`src/rtl/nfsa_pkg.sv`:
```
// Shared types, constants and helpers for the next-fit slot allocator.
`default_nettype none

package nfsa_pkg;

   // Usage map is kept as rows of eight slots.
   localparam int ROW_BITS     = 8;
   localparam int OFF_W        = 3;
   localparam int SLOT_FIELD_W = 8;

   localparam logic [ROW_BITS-1:0] ONE_HOT_BASE = 8'h01;

   localparam logic REQ_ALLOCATE = 1'b0;
   localparam logic REQ_RELEASE  = 1'b1;

   localparam logic STATUS_OK   = 1'b0;
   localparam logic STATUS_FULL = 1'b1;

   typedef enum logic [1:0] {
      ST_IDLE,
      ST_SCAN,
      ST_REL_RD,
      ST_REL_WR
   } state_type;

   // Index of the lowest set bit of one map row.
   function automatic logic [OFF_W-1:0] first_set(input logic [ROW_BITS-1:0] vec);
      logic [OFF_W-1:0] idx;
      idx = '0;
      for (int i = ROW_BITS - 1; i >= 0; i--) begin
         if (vec[i]) begin
            idx = OFF_W'(i);
         end
      end
      return idx;
   endfunction

endpackage

`default_nettype wire

```
`src/rtl/nfsa_ram.sv`:
```
// Generic simple dual-port RAM with registered read.
`default_nettype none

module nfsa_ram #(
   parameter int WIDTH = 8,
   parameter int DEPTH = 32
) (
   input  logic                                        clock,
   input  logic                                        wr_en,
   input  logic [((DEPTH > 1) ? $clog2(DEPTH) : 1)-1:0] wr_addr,
   input  logic [WIDTH-1:0]                            wr_data,
   input  logic                                        rd_en,
   input  logic [((DEPTH > 1) ? $clog2(DEPTH) : 1)-1:0] rd_addr,
   output logic [WIDTH-1:0]                            rd_data
);

   logic [WIDTH-1:0] mem [DEPTH];
   logic [WIDTH-1:0] rd_data_ff;

   always_ff @(posedge clock) begin
      if (wr_en) begin
         mem[wr_addr] <= wr_data;
      end
      if (rd_en) begin
         rd_data_ff <= mem[rd_addr];
      end
   end

   assign rd_data = rd_data_ff;

endmodule

`default_nettype wire

```
`src/rtl/next_fit_slot_allocator_top.sv`:
```
// Top level of the next-fit slot allocator: usage map RAM, scan sequencer and result register.
`default_nettype none

// Next-fit allocator over SLOT_COUNT slots. A transaction is taken when start is high and busy
// is low. An allocate walks the usage map one row of eight slots per cycle out of the map RAM,
// starting at the slot after the last grant and wrapping around; each row read passes through
// the RAM's registered read before the row is evaluated. A release reads and rewrites one row.
// Each result shows on rsp_slot and rsp_status for the single cycle that rsp_valid is high and
// cannot be held off by the receiver; busy drops in that same cycle so the next transaction may
// be taken. A full map returns status 1 with slot 0. Reset clears the per-row valid bits at
// once, so the block is ready right after reset with no clearing pass.
module next_fit_slot_allocator_top #(
   parameter int SLOT_COUNT = 256
) (
   input  logic                              clock,
   input  logic                              reset,
   input  logic                              start,
   output logic                              busy,
   input  logic                              req_type,
   input  logic [nfsa_pkg::SLOT_FIELD_W-1:0] req_slot_index,
   output logic                              rsp_valid,
   output logic [nfsa_pkg::SLOT_FIELD_W-1:0] rsp_slot,
   output logic                              rsp_status
);

   import nfsa_pkg::*;

   localparam int ROWS   = (SLOT_COUNT + ROW_BITS - 1) / ROW_BITS;
   localparam int ROW_W  = (ROWS > 1) ? $clog2(ROWS) : 1;
   localparam int SW     = ROW_W + OFF_W;
   localparam int KW     = $clog2(ROWS + 2);
   localparam int WIDE_W = ((SW > SLOT_FIELD_W) ? SW : SLOT_FIELD_W) + 1;

   localparam logic [WIDE_W-1:0] COUNT_WIDE = WIDE_W'(SLOT_COUNT);
   localparam logic [KW-1:0]     LAST_VISIT = KW'(ROWS);
   localparam logic [ROW_W-1:0]  LAST_ROW   = ROW_W'(ROWS - 1);

   state_type state_ff, state_in;

   logic [SW-1:0]           last_granted_ff, last_granted_in;
   logic [SW-1:0]           cand_ff, cand_in;
   logic [ROW_W-1:0]        scan_row_ff, scan_row_in;
   logic [KW-1:0]           issue_k_ff, issue_k_in;
   logic                    eval_vld_ff, eval_vld_in;
   logic [ROW_W-1:0]        eval_row_ff, eval_row_in;
   logic [KW-1:0]           eval_k_ff, eval_k_in;
   logic [ROWS-1:0]         row_valid_ff, row_valid_in;
   logic [WIDE_W-1:0]       rel_idx_ff, rel_idx_in;
   logic                    rsp_valid_ff, rsp_valid_in;
   logic [SLOT_FIELD_W-1:0] rsp_slot_ff, rsp_slot_in;
   logic                    rsp_status_ff, rsp_status_in;

   logic                    ram_we;
   logic [ROW_W-1:0]        ram_waddr;
   logic [ROW_BITS-1:0]     ram_wdata;
   logic                    ram_re;
   logic [ROW_W-1:0]        ram_raddr;
   logic [ROW_BITS-1:0]     ram_rdata;

   logic                    accept;
   logic [SW-1:0]           cand_next;
   logic [WIDE_W-1:0]       last_plus_one;
   logic [SW-1:0]           rel_slot;
   logic [ROW_W-1:0]        rel_row;
   logic                    rel_in_range;
   logic [ROW_W-1:0]        data_row;
   logic [ROW_BITS-1:0]     row_data;
   logic [ROW_BITS-1:0]     elig;
   logic [ROW_BITS-1:0]     free_vec;
   logic [OFF_W-1:0]        pick;
   logic [SW-1:0]           found_slot;
   logic                    found;
   logic                    exhausted;
   logic [WIDE_W-1:0]       found_wide;

   assign busy   = (state_ff != ST_IDLE);
   assign accept = start && !busy;

   nfsa_ram #(
      .WIDTH(ROW_BITS),
      .DEPTH(ROWS)
   ) u_map_ram (
      .clock  (clock),
      .wr_en  (ram_we),
      .wr_addr(ram_waddr),
      .wr_data(ram_wdata),
      .rd_en  (ram_re),
      .rd_addr(ram_raddr),
      .rd_data(ram_rdata)
   );

   // Datapath: scan start point, row evaluation and release decode.
   always_comb begin
      logic [SW-1:0] bit_slot;
      last_plus_one = WIDE_W'(last_granted_ff) + WIDE_W'(1);
      cand_next     = (last_plus_one == COUNT_WIDE) ? '0 : last_plus_one[SW-1:0];

      rel_slot     = rel_idx_ff[SW-1:0];
      rel_row      = rel_slot[SW-1:OFF_W];
      rel_in_range = (rel_idx_ff < COUNT_WIDE);

      data_row = (state_ff == ST_REL_WR) ? rel_row : eval_row_ff;
      // A row never written reads as all free.
      row_data = row_valid_ff[data_row] ? ram_rdata : '0;

      bit_slot = '0;
      for (int b = 0; b < ROW_BITS; b++) begin
         bit_slot = {eval_row_ff, OFF_W'(b)};
         elig[b]  = (WIDE_W'(bit_slot) < COUNT_WIDE)
                    && (bit_slot != last_granted_ff)
                    && ((eval_k_ff != '0) || (OFF_W'(b) >= cand_ff[OFF_W-1:0]))
                    && ((eval_k_ff != LAST_VISIT) || (OFF_W'(b) < cand_ff[OFF_W-1:0]));
      end

      free_vec   = ~row_data & elig;
      pick       = first_set(free_vec);
      found_slot = {eval_row_ff, pick};
      found_wide = WIDE_W'(found_slot);
      found      = (state_ff == ST_SCAN) && eval_vld_ff && (|free_vec);
      exhausted  = (state_ff == ST_SCAN) && eval_vld_ff && !(|free_vec)
                   && (eval_k_ff == LAST_VISIT);
   end

   // Next state.
   always_comb begin
      state_in = state_ff;
      unique case (state_ff)
         ST_IDLE: begin
            if (accept) begin
               state_in = (req_type == REQ_RELEASE) ? ST_REL_RD : ST_SCAN;
            end
         end
         ST_SCAN: begin
            if (found || exhausted) begin
               state_in = ST_IDLE;
            end
         end
         ST_REL_RD: state_in = ST_REL_WR;
         ST_REL_WR: state_in = ST_IDLE;
         default:   state_in = ST_IDLE;
      endcase
   end

   // Outputs and register updates.
   always_comb begin
      ram_we          = 1'b0;
      ram_waddr       = eval_row_ff;
      ram_wdata       = row_data;
      ram_re          = 1'b0;
      ram_raddr       = scan_row_ff;
      last_granted_in = last_granted_ff;
      cand_in         = cand_ff;
      scan_row_in     = scan_row_ff;
      issue_k_in      = issue_k_ff;
      eval_vld_in     = 1'b0;
      eval_row_in     = eval_row_ff;
      eval_k_in       = eval_k_ff;
      row_valid_in    = row_valid_ff;
      rel_idx_in      = rel_idx_ff;
      rsp_valid_in    = 1'b0;
      rsp_slot_in     = rsp_slot_ff;
      rsp_status_in   = rsp_status_ff;

      unique case (state_ff)
         ST_IDLE: begin
            if (accept) begin
               cand_in     = cand_next;
               scan_row_in = cand_next[SW-1:OFF_W];
               issue_k_in  = '0;
               rel_idx_in  = WIDE_W'(req_slot_index);
            end
         end
         ST_SCAN: begin
            if (found) begin
               ram_we                  = 1'b1;
               ram_waddr               = eval_row_ff;
               ram_wdata               = row_data | (ONE_HOT_BASE << pick);
               row_valid_in[eval_row_ff] = 1'b1;
               last_granted_in         = found_slot;
               rsp_valid_in            = 1'b1;
               rsp_slot_in             = found_wide[SLOT_FIELD_W-1:0];
               rsp_status_in           = STATUS_OK;
            end else if (exhausted) begin
               rsp_valid_in  = 1'b1;
               rsp_slot_in   = '0;
               rsp_status_in = STATUS_FULL;
            end else if (issue_k_ff <= LAST_VISIT) begin
               // Issue the next row read; its data is evaluated in the next cycle.
               ram_re      = 1'b1;
               ram_raddr   = scan_row_ff;
               scan_row_in = (scan_row_ff == LAST_ROW) ? '0 : scan_row_ff + ROW_W'(1);
               issue_k_in  = issue_k_ff + KW'(1);
               eval_vld_in = 1'b1;
               eval_row_in = scan_row_ff;
               eval_k_in   = issue_k_ff;
            end
         end
         ST_REL_RD: begin
            ram_re    = 1'b1;
            ram_raddr = rel_row;
         end
         ST_REL_WR: begin
            if (rel_in_range) begin
               ram_we                = 1'b1;
               ram_waddr             = rel_row;
               ram_wdata             = row_data & ~(ONE_HOT_BASE << rel_slot[OFF_W-1:0]);
               row_valid_in[rel_row] = 1'b1;
            end
            rsp_valid_in  = 1'b1;
            rsp_slot_in   = rel_idx_ff[SLOT_FIELD_W-1:0];
            rsp_status_in = STATUS_OK;
         end
         default: begin
            eval_vld_in = 1'b0;
         end
      endcase
   end

   always_ff @(posedge clock) begin
      if (reset) begin
         state_ff        <= ST_IDLE;
         last_granted_ff <= '0;
         eval_vld_ff     <= 1'b0;
         row_valid_ff    <= '0;
         rsp_valid_ff    <= 1'b0;
         issue_k_ff      <= '0;
      end else begin
         state_ff        <= state_in;
         last_granted_ff <= last_granted_in;
         eval_vld_ff     <= eval_vld_in;
         row_valid_ff    <= row_valid_in;
         rsp_valid_ff    <= rsp_valid_in;
         issue_k_ff      <= issue_k_in;
      end
   end

   always_ff @(posedge clock) begin
      cand_ff       <= cand_in;
      scan_row_ff   <= scan_row_in;
      eval_row_ff   <= eval_row_in;
      eval_k_ff     <= eval_k_in;
      rel_idx_ff    <= rel_idx_in;
      rsp_slot_ff   <= rsp_slot_in;
      rsp_status_ff <= rsp_status_in;
   end

   assign rsp_valid  = rsp_valid_ff;
   assign rsp_slot   = rsp_slot_ff;
   assign rsp_status = rsp_status_ff;

   // A taken transaction always keeps the block busy for the next cycle.
   a_accept_busy: assert property (@(posedge clock) disable iff (reset)
      accept |=> busy)
      else $error("busy not raised after a transaction was taken");

   // Results are raised only from a busy state and the block is idle while the strobe is high, so strobes never abut.
   a_strobe_single: assert property (@(posedge clock) disable iff (reset)
      rsp_valid |=> !rsp_valid)
      else $error("result strobe high on consecutive cycles");

   // A failed allocation leaves the pointer where it was.
   a_full_keeps_ptr: assert property (@(posedge clock) disable iff (reset)
      (rsp_valid && (rsp_status == STATUS_FULL)) |-> $stable(last_granted_ff))
      else $error("pointer moved on a failed allocation");

   // No row evaluation is pending once the block is idle.
   a_idle_no_eval: assert property (@(posedge clock) disable iff (reset)
      !busy |-> !eval_vld_ff)
      else $error("row evaluation pending while idle");

endmodule

`default_nettype wire

```
`config.mk`:
```
export PLATFORM = sky130hd
export DESIGN_NAME = next_fit_slot_allocator_top
export DESIGN_NICKNAME = d
export VERILOG_FILES = /design/src/rtl/nfsa_pkg.sv /design/src/rtl/nfsa_ram.sv /design/src/rtl/next_fit_slot_allocator_top.sv
export SDC_FILE = /design/constraint.sdc
export NUM_CORES = 1
export LEC_CHECK = 0
export BUFFER_PORTS_ARGS = -buffer_cell sky130_fd_sc_hd__clkbuf_2
export CAP_MARGIN = 30
export CORE_ASPECT_RATIO = 0.9
export CORE_MARGIN = 2
export CORE_UTILIZATION = 40
export DETAILED_ROUTE_END_ITERATION = 12
export PLACE_DENSITY = 0.54
export SETUP_SLACK_MARGIN = 0.15
export SYNTH_ARGS = -nofsm -noshare
export SYNTH_HDL_FRONTEND = slang
export SYNTH_SLANG_ARGS = --single-unit
```
`constraint.sdc`:
```
create_clock -name clock -period 5.1 [get_ports clock]
set_input_delay 0.765 -clock clock [delete_from_list [all_inputs] [get_ports clock]]
set_output_delay 0.765 -clock clock [all_outputs]
set_load 0.02 [all_outputs]
```
==> out/qor_table.md, run 1 <==
| Result | Reported | Unit |
|:---|:---|:---|
| CP Data Arrival Time | 4.86 | ns |
| Via count of the first global-routing pass | 8950 | - |
| Req. time, crit path | 5.46 | ns |
| Clock Power Share | 25.6 | % |
| Max clock buf depth | 3 | - |
| Critical R2R Capture | u_map_ram.mem[26][5] | - |
| Post-Route Setup TNS | 0 | ns |
| Register clock-pin slew on the reported worst setup and hold paths | 0.06 | ns |
| Critical path endpoint | u_map_ram.mem[26][5] | - |
| Summed instance area of the synthesized netlist | 0.01508 | mm^2 |
| Psw | 3.596 | mW |
| Layout Utilization | 46.74 | % |
| Number of sinks on the clock net | 350 | - |
| Slew HR | 34.44 | % |
| CTS HTree Levels | 2 | - |
| CTS root buf | clkbuf_16 | - |
| Row count | 67 | - |
| Clock skew | 0.02530 | ns |
| Sequential cell area fraction in the yosys report | 66.37 | % |
| Dominant cell by count in the synthesized netlist | edfxtp_1 | - |
| Achievable Freq | 222.6 | MHz |
| Insertion delay of the later-clocked pin in the worst-skew pair | 0.54 | ns |
| Top cells by count, synth | edfxtp_1, nand2_1, nor2_1 | - |
| Syn Nets | 1059 | - |
| Detailed-placement wirelength estimate | 23450 | um |
| Share of total power consumed by net switching | 35.40 | % |
| Synthesis Warnings | 0 | - |
| Max-cap check violation count | 0 | - |
| Sequential cell fraction of total power | 38.9 | % |
| Average via count per standard cell | 5.517 | - |
| Period utilisation layout | 88.09 | % |
| DR pass1 iterations | 5 | - |
| Fraction of layout instances using a drive strength above 1 | 21.57 | % |
| Residual antenna-violating net count after detailed routing | 0 | - |
| Area of the multi-input gates | 0.004892 | mm^2 |
| Cell leakage power | 5.894 | nW |
| Synth cell types | 76 | - |
| Flop and latch count out of synthesis | 350 | - |
| DRC violations left | 0 | - |
| Crit. Startpoint | state_ff[0] | - |
| Core Footprint | 0.03722 | mm^2 |
| Pwr/cell area | 583.8 | mW/mm^2 |
| Combinational Power Share | 35.6 | % |
| Reg2reg start | state_ff[0] | - |
| Antenna Diode Count | 0 | - |
| Cell area reported after detailed placement | 0.01623 | mm^2 |
| Number of filler cells placed in the layout | 3296 | - |
| Area share of the largest cell type after synthesis | 59.73 | % |
| Overall die width | 208.7 | um |
| Vert. Die Dim | 188.2 | um |
| Maximum number of pins on one net before global-route repair | 65 | - |
| Hold-fix buffers, CTS | 0 | - |
| Number of port buffers | 22 | - |
| Number of gates resized after CTS | 0 | - |
| Final Hold Vio Count | 0 | - |
| Hold WC Path Type | input port to register | - |
| Number of DRC violations after detailed-routing iteration 0 | 734 | - |
| Type of destination of the critical path | register | - |
| Sort of element at the start of the critical path | register | - |
| Area occupied by registers | 0.01001 | mm^2 |
| Signed area change from the synthesized netlist to the final layout | 15.36 | % |
| Number of antenna violations at the first check in global routing | 0 | - |
| Post-synth top flop | edfxtp_1 | - |
| Routed via count | 8904 | - |
| Post-layout instance area | 0.01740 | mm^2 |
| Critical path type | register to register | - |
| Hold Slack | 0.4059 | ns |
| Cell type with the highest aggregate area in the netlist | edfxtp_1 | - |
| Internal power | 6.561 | mW |
| Number of synthesized flops with an enable pin | 300 | - |
| Number of pins with negative max-slew slack in the final report | 0 | - |
| Internal reg-to-reg setup slack | 0.61 | ns |
| Post-CTS setup buffer count | 0 | - |
| Least-Margin Pin Slew | 0.9628 | ns |
| Global-route wire length before repair | 55910 | um |
| Setup-violating endpoint count in the final report | 0 | - |
| Initial core utilization | 40.52 | % |
| Total number of nets in the final design | 1131 | - |
| Average size of a mapped cell | 14.60 | um^2 |
| Cell count after synthesis | 1033 | - |
| Placer Congestion | 0.8668 | - |
| CTS tree | yes | - |
| CP max FO | 24 | - |
| Outcome | complete, no violations | - |
| Total CTS buffers | 37 | - |
| Share of async-settable or async-resettable flops after synthesis | 0 | % |
| Largest cells by area after synthesis | edfxtp_1, mux4_2, dfxtp_1, nand2_1, nor2_1 | - |
| RSZ-0062 raised after global routing | no | - |
| Depth of the most critical reg-to-reg path | 12 | - |
| IO Count | 23 | - |
| Die area | 0.03928 | mm^2 |
| Detailed-route wire length per cell | 22.60 | um |
| Final critical delay including setup and external delays | 4.493 | ns |
| Total length of routed wires | 36480 | um |
| Maximum VDD drop | 0.0002823 | V |
| Final global-route overflow total | 0 | - |
| GRT Total Usage | 18.91 | % |
stage by stage:
stage / setup WS (ns) / total power, mW / cells
CTS: 0.6744 / 10.28 / 1614
global placement: 0.5522 / 7.604 / 1548
detailed placement: 0.6812 / 7.667 / 1549
global route: 0.2935 / 10.70 / 1614
floorplan: 0.6823 / 6.249 / 1033
finish: 0.6075 / 10.16 / 1614
flip-flops by register name (all words and copies together) (netlist names):
register	count
u_map_ram.mem	256
rel_idx_ff	8
rsp_slot	8
issue_k_ff	6
cand_ff	3
eval_k_ff	6
state_ff	2
eval_row_ff	5
eval_vld_ff	1
rsp_status	1
last_granted_ff	8
u_map_ram.rd_data	8
rsp_valid	1
scan_row_ff	5
row_valid_ff	32
cell usage in the layout, fill, tap and decap left out, types with 5 or more instances in the layout:
cell type  count
o211ai_1      10
nand2b_1       9
nor2b_1        5
nor2_1        82
a21oi_1       38
nand3_1       26
nand2_1      127
o21ai_0       31
o21a_1         6
clkinv_2       7
dfxtp_1       50
o21ai_2        5
ha_1          14
clkbuf_16     38
mux4_2        64
edfxtp_1     300
o22ai_1       10
and2_1         8
inv_1         18
clkbuf_2      22
clkinv_1       8
a32o_1         7
a31oi_1       30
xnor2_1        9
buf_4         58
xor2_1        13
mux2i_1       11
mux2_2         5
critical path, stage by stage, from the launching register on:
cell	delay (ns)
dfxtp_1	0.34
ha_1	0.46
buf_4	0.29
or2b_1	0.32
o32ai_2	0.49
a32oi_1	0.24
o2111ai_2	0.19
or2_1	0.40
o221ai_2	0.17
a221oi_4	0.52
o21ai_2	0.21
o21ai_2	0.46
buf_12	0.24
power by group through the flow:
stage          logic, mW  registers (mW)  clock network, mW
6_report            3.61            3.95               2.60
5_1_grt             3.94            3.97               2.79
4_1_cts             3.67            3.95               2.67
3_5_place_dp        3.66            4.01                  0
3_3_place_gp        3.60            4.01                  0
2_1_floorplan       2.31            3.94                  0
per-layer routing:
| layer | part of all wire [%] | GRT usage, % | wire [um] |
|---|---|---|---|
| met3 | 5.3 | 3.483 | 1937 |
| met5 | 0 | 0 | 0 |
| met1 | 48 | 28.01 | 17350 |
| met4 | 2.0 | 5.412 | 732 |
| met2 | 45 | 28.62 | 16460 |
logic make-up after synthesis:
family | count (synthesis) | synth area share, %
adder cells (fa/ha/maj) | 14 | 1.161
AO/OA/AOI/OAI | 187 | 8.769
XOR/XNOR | 22 | 1.278
multiplexers | 85 | 11.08
AND/OR/NAND/NOR | 304 | 9.283
buffers and inverters | 71 | 2.066
flip-flops | 350 | 66.37
area by class of cell:
cell class	instances	share of cell area (%)
Timing Repair Buffer	85	3.754
Multi-Input combinational cell	612	28.12
Tap cell	483	3.474
Sequential cell	350	57.53
Clock inverter	22	1.021
Clock buffer	43	5.689
Inverter	19	0.4099
worst min-delay path by stage:
stage / start / to / slack, ns / depth (start not counted)
floorplan: issue_k_ff[5] / eval_k_ff[5] / 0.43 / 0
global placement: row_valid_ff[1] / row_valid_ff[1] / 0.46 / 2
detailed placement: row_valid_ff[11] / row_valid_ff[11] / 0.46 / 2
CTS: req_slot_index[2] / rel_idx_ff[2] / 0.37 / 1
global route: req_slot_index[5] / rel_idx_ff[5] / 0.38 / 1
finish: req_slot_index[2] / rel_idx_ff[2] / 0.41 / 1
Note: power is estimated with default switching activity, not from simulation.
==> inputs of run 2 (changes only) <==
--- a/config.mk
+++ b/config.mk
@@ -10,6 +10,7 @@
 export CORE_ASPECT_RATIO = 0.9
 export CORE_MARGIN = 2
 export CORE_UTILIZATION = 40
+export CTS_BUF_LIST = sky130_fd_sc_hd__clkbuf_8
 export DETAILED_ROUTE_END_ITERATION = 12
 export PLACE_DENSITY = 0.54
 export SETUP_SLACK_MARGIN = 0.15
==> out/qor_table.md, run 2 (same netlist as run 1, synthesis figures left out) <==
| Result | Reported | Unit |
|:---|:---|:---|
| Outcome | complete, no violations | - |
| Die area | 0.03928 | mm^2 |
| DRC violations left | 0 | - |
| DR pass1 iterations | 5 | - |
| Commonest cells after routing, fill and taps aside | edfxtp_1, nand2_1, nor2_1, mux4_2, clkbuf_8 | - |
| Global-route wire length before repair | 56240 | um |
| Total length of routed wires | 36840 | um |
| Type of destination of the critical path | register | - |
| Area of the multi-input gates | 0.004892 | mm^2 |
| Antenna Diode Count | 0 | - |
| Delay of the slowest cell on the worst path | 0.66 | ns |
| Max clock buf depth | 3 | - |
| Most common cell after layout, fill and taps aside | edfxtp_1 | - |
| Non-filler cells, final | 1649 | - |
| CTS tree | yes | - |
| Number of pins with negative max-slew slack in the final report | 0 | - |
| Via count of the first global-routing pass | 9146 | - |
| Detailed-route wire length per cell | 22.34 | um |
| Row count | 67 | - |
| Cell leakage power | 5.918 | nW |
| Power after layout | 9.780 | mW |
| Post-CTS setup buffer count | 0 | - |
| Period utilisation layout | 87.62 | % |
| Hold WC Path Type | input port to register | - |
| CP max FO | 24 | - |
| CTS HTree Levels | 2 | - |
| Number of sinks on the clock net | 350 | - |
| Sort of element at the start of the critical path | register | - |
| Maximum number of pins on one net before global-route repair | 65 | - |
| Max-cap check violation count | 0 | - |
| Detailed-placement wirelength estimate | 23450 | um |
| Achievable Freq | 223.8 | MHz |
| Core Footprint | 0.03722 | mm^2 |
| Number of DRC violations after detailed-routing iteration 0 | 746 | - |
| Max stage delay cell, worst path | ha_1 | - |
| Hold Slack | 0.3268 | ns |
| Routed via count | 9029 | - |
| Post-Route Setup TNS | 0 | ns |
| CP Data Arrival Time | 4.91 | ns |
| Cell area reported after detailed placement | 0.01623 | mm^2 |
| Signed area change from the synthesized netlist to the final layout | 14.34 | % |
| Final Hold Vio Count | 0 | - |
| GRT met2 Usage | 28.79 | % |
| Clock skew | 0.02799 | ns |
| Hold-fix buffers, CTS | 0 | - |
| Overall die width | 208.7 | um |
| Critical path type | register to register | - |
| Final global-route overflow total | 0 | - |
| Total number of nets in the final design | 1152 | - |
| Placer Congestion | 0.8668 | - |
| Vert. Die Dim | 188.2 | um |
| CTS root buf | clkbuf_8 | - |
| Cell breakdown of the critical path | ha_1 > mux2i_4 > mux2i_1 > a22oi_1 > nand4_1 > nor3_1 > o221ai_2 > a221oi_4 > o21ai_2 > o21ai_2 > buf_12 | - |
| Total CTS buffers | 58 | - |
| Final worst setup slack | 0.6314 | ns |
| GRT Total Usage | 18.98 | % |
| GRT Max-Usage Layer | met2 | - |
| Flip-flop count of the largest register, all copies and words added | 256 | - |
| Residual antenna-violating net count after detailed routing | 0 | - |
| Number of gates resized after CTS | 0 | - |
| Inst Count DP | 1549 | - |
| Minimum setup slack after placement | 0.6812 | ns |
| Least-Margin Pin Slew | 0.9854 | ns |
| RSZ-0062 raised after global routing | no | - |
| Fraction of layout instances using a drive strength above 1 | 22.04 | % |
| Req. time, crit path | 5.54 | ns |
| Routing usage on met1 | 27.75 | % |
| Number of port buffers | 22 | - |
| Critical path's most frequent cell | o21ai_2 | - |
| Post-layout instance area | 0.01725 | mm^2 |
| Setup-violating endpoint count in the final report | 0 | - |
| Average via count per standard cell | 5.475 | - |
| Register containing the most flip-flops in the final layout | u_map_ram.mem | - |
| Maximum VDD drop | 0.0003063 | V |
| Met3 global-route usage | 4.167 | % |
| Largest registers ranked by flip-flop count | u_map_ram.mem x256, row_valid_ff x32 | - |
| Register clock-pin slew on the reported worst setup and hold paths | 0.07 | ns |
| IO Count | 23 | - |
| Area occupied by registers | 0.01001 | mm^2 |
| Final critical delay including setup and external delays | 4.469 | ns |
| Initial core utilization | 40.52 | % |
| Layout Utilization | 46.33 | % |
| Number of filler cells placed in the layout | 3351 | - |
| Insertion delay of the later-clocked pin in the worst-skew pair | 0.61 | ns |
| Slew HR | 32.90 | % |
| Pwr/cell area | 567.1 | mW/mm^2 |
| Number of antenna violations at the first check in global routing | 0 | - |
==> run 2: report_power, final <==
group	switching, mW	total (mW)	leakage, nW	internal, mW
clock network	1.09	2.21	0.599	1.12
logic	2.31	3.62	2.16	1.31
registers	0.197	3.95	3.16	3.75
==> run 2: final cells by class <==
| class | instances | area share (%) |
|---|---|---|
| Tap cell | 483 | 3.504 |
| Multi-Input combinational cell | 612 | 28.37 |
| Inverter | 19 | 0.4136 |
| Timing Repair Buffer | 85 | 3.787 |
| Sequential cell | 350 | 58.04 |
| Clock inverter | 41 | 1.175 |
| Clock buffer | 59 | 4.709 |
==> run 2: worst paths after layout <==
path         slack [ns]                    to  cells after the start              start
max                0.63  u_map_ram.mem[22][5]                     11        state_ff[0]
min                0.33         rel_idx_ff[2]                      1  req_slot_index[2]
max reg2reg        0.63  u_map_ram.mem[22][5]                     11        state_ff[0]
min reg2reg        0.47      row_valid_ff[11]                      2   row_valid_ff[11]
==> run 2: critical path, delay by kind of cell (launching register included) <==
kind            cells  cell delay, ns
compound gates      5            1.66
fa+ha+maj           1            0.66
buf+inv             1            0.25
flops               1            0.38
mux                 2            0.70
simple gates        2            0.65
==> run 2: metal layers <==
layer,vias up,wire [um]
li1,4197,-
met1,4513,17270
met2,263,16650
met3,56,2296
met4,0,627
met5,-,0
==> inputs of run 3 (changes only) <==
--- a/config.mk
+++ b/config.mk
@@ -10,8 +10,8 @@
 export CORE_ASPECT_RATIO = 0.9
 export CORE_MARGIN = 2
 export CORE_UTILIZATION = 40
-export CTS_BUF_LIST = sky130_fd_sc_hd__clkbuf_8
 export DETAILED_ROUTE_END_ITERATION = 12
+export MAX_ROUTING_LAYER = met4
 export PLACE_DENSITY = 0.54
 export SETUP_SLACK_MARGIN = 0.15
 export SYNTH_ARGS = -nofsm -noshare
==> out/qor_table.md, run 3 (same netlist as run 1, synthesis figures left out) <==
| Result | Reported | Unit |
|:---|:---|:---|
| Outcome | complete, no violations | - |
| Antenna Diode Count | 0 | - |
| Total length of routed wires | 36540 | um |
| Type of destination of the critical path | register | - |
| RSZ-0062 raised after global routing | no | - |
| Cell area reported after detailed placement | 0.01621 | mm^2 |
| Max clock buf depth | 3 | - |
| Post-CTS setup buffer count | 0 | - |
| Setup-violating endpoint count in the final report | 0 | - |
| Area of the multi-input gates | 0.004896 | mm^2 |
| Post-layout instance area | 0.01745 | mm^2 |
| Initial core utilization | 40.52 | % |
| Area occupied by registers | 0.01001 | mm^2 |
| Delay of the slowest cell on the worst path | 0.63 | ns |
| Req. time, crit path | 5.47 | ns |
| CP Data Arrival Time | 4.82 | ns |
| DR pass1 iterations | 5 | - |
| Hold-fix buffers, CTS | 0 | - |
| Inst Count DP | 1547 | - |
| Cell breakdown of the critical path | ha_1 > buf_4 > nand2_1 > o22ai_1 > o41ai_1 > nand4_1 > or2_1 > a21oi_1 > a221oi_4 > o21ai_2 > o21ai_2 > buf_12 | - |
| Pwr/cell area | 586.1 | mW/mm^2 |
| IO Count | 23 | - |
| Period utilisation layout | 87.28 | % |
| Critical path type | register to register | - |
| Number of pins with negative max-slew slack in the final report | 0 | - |
| Detailed-placement wirelength estimate | 23320 | um |
| Cell leakage power | 5.916 | nW |
| Hold WC Path Type | input port to register | - |
| Number of DRC violations after detailed-routing iteration 0 | 696 | - |
| Placer Congestion | 0.8690 | - |
| Number of filler cells placed in the layout | 3308 | - |
| Number of gates resized after CTS | 0 | - |
| Max-cap check violation count | 0 | - |
| Die area | 0.03928 | mm^2 |
| Number of antenna violations at the first check in global routing | 0 | - |
| Insertion delay of the later-clocked pin in the worst-skew pair | 0.54 | ns |
| Maximum number of pins on one net before global-route repair | 65 | - |
| Signed area change from the synthesized netlist to the final layout | 15.73 | % |
| Fraction of layout instances using a drive strength above 1 | 21.65 | % |
| DRC violations left | 0 | - |
| Global-route wire length before repair | 56190 | um |
| Post-Route Setup TNS | 0 | ns |
| Total number of nets in the final design | 1132 | - |
| Register clock-pin slew on the reported worst setup and hold paths | 0.06 | ns |
| Commonest cells after routing, fill and taps aside | edfxtp_1, nand2_1, nor2_1, mux4_2, buf_4 | - |
| Via count of the first global-routing pass | 9073 | - |
| Critical path's most frequent cell | o21ai_2 | - |
| Final worst setup slack | 0.6487 | ns |
| Achievable Freq | 224.7 | MHz |
| Register containing the most flip-flops in the final layout | u_map_ram.mem | - |
| Routed via count | 9045 | - |
| Core Footprint | 0.03722 | mm^2 |
| Number of port buffers | 22 | - |
| CTS root buf | clkbuf_16 | - |
| Most common cell after layout, fill and taps aside | edfxtp_1 | - |
| Hold Slack | 0.4085 | ns |
| Flip-flop count of the largest register, all copies and words added | 256 | - |
| Detailed-route wire length per cell | 22.57 | um |
| GRT Total Usage | 19.52 | % |
| Non-filler cells, final | 1619 | - |
| Clock skew | 0.02020 | ns |
| Average via count per standard cell | 5.587 | - |
| Largest registers ranked by flip-flop count | u_map_ram.mem x256, row_valid_ff x32 | - |
| Vert. Die Dim | 188.2 | um |
| CTS tree | yes | - |
| Least-Margin Pin Slew | 0.9496 | ns |
| Final Hold Vio Count | 0 | - |
| Row count | 67 | - |
| CTS HTree Levels | 2 | - |
| CP max FO | 24 | - |
| Number of sinks on the clock net | 350 | - |
| Max stage delay cell, worst path | ha_1 | - |
| Final critical delay including setup and external delays | 4.451 | ns |
| Layout Utilization | 46.89 | % |
| Minimum setup slack after placement | 0.4001 | ns |
| Overall die width | 208.7 | um |
| Residual antenna-violating net count after detailed routing | 0 | - |
| Power after layout | 10.23 | mW |
| Total CTS buffers | 38 | - |
| Final global-route overflow total | 0 | - |
| Maximum VDD drop | 0.0003587 | V |
| Slew HR | 35.44 | % |
| Sort of element at the start of the critical path | register | - |
==> run 3: per-layer routing <==
layer  routed length [um]  part of all wire (%)  up-vias  global-route usage, %
li1                     -                     -     4160                      -
met1                17400                    48     4572                  27.97
met2                16560                    45      251                  29.64
met3                 1770                   4.8       62                  2.600
met4                  817                   2.2        0                  5.000
met5                    0                     0        -                      -
==> run 3: area by class of cell <==
class / instances / area share, %
multi-input combinational: 612 / 28.05
timing repair buffer: 85 / 3.785
inverter: 19 / 0.4086
clock buffer: 43 / 5.670
clock inverter: 27 / 1.276
sequential: 350 / 57.35
tap: 483 / 3.462
==> run 3: worst max-delay path: cells and delay by family, from the launching register on <==
kind,cells,cell delay (ns)
buffers and inverters,2,0.51
adder cells (fa/ha/maj),1,0.63
AND/OR/NAND/NOR,3,0.79
AO/OA/AOI/OAI,6,1.95
flip-flops,1,0.38
==> run 3: worst paths after layout <==
path,from,endpoint,slack (ns),depth (start not counted)
setup / recovery,state_ff[0],u_map_ram.mem[20][5],0.65,12
hold / removal,req_slot_index[6],rel_idx_ff[6],0.41,1
setup reg to reg,state_ff[0],u_map_ram.mem[20][5],0.65,12
hold reg to reg,row_valid_ff[1],row_valid_ff[1],0.46,2
==> run 3: power by group <==
part           internal (mW)  total (mW)  switching, mW
clock network           1.55        2.67           1.11
registers               3.75        3.95          0.198
logic                   1.32        3.61           2.29
total                   6.63        10.2           3.60
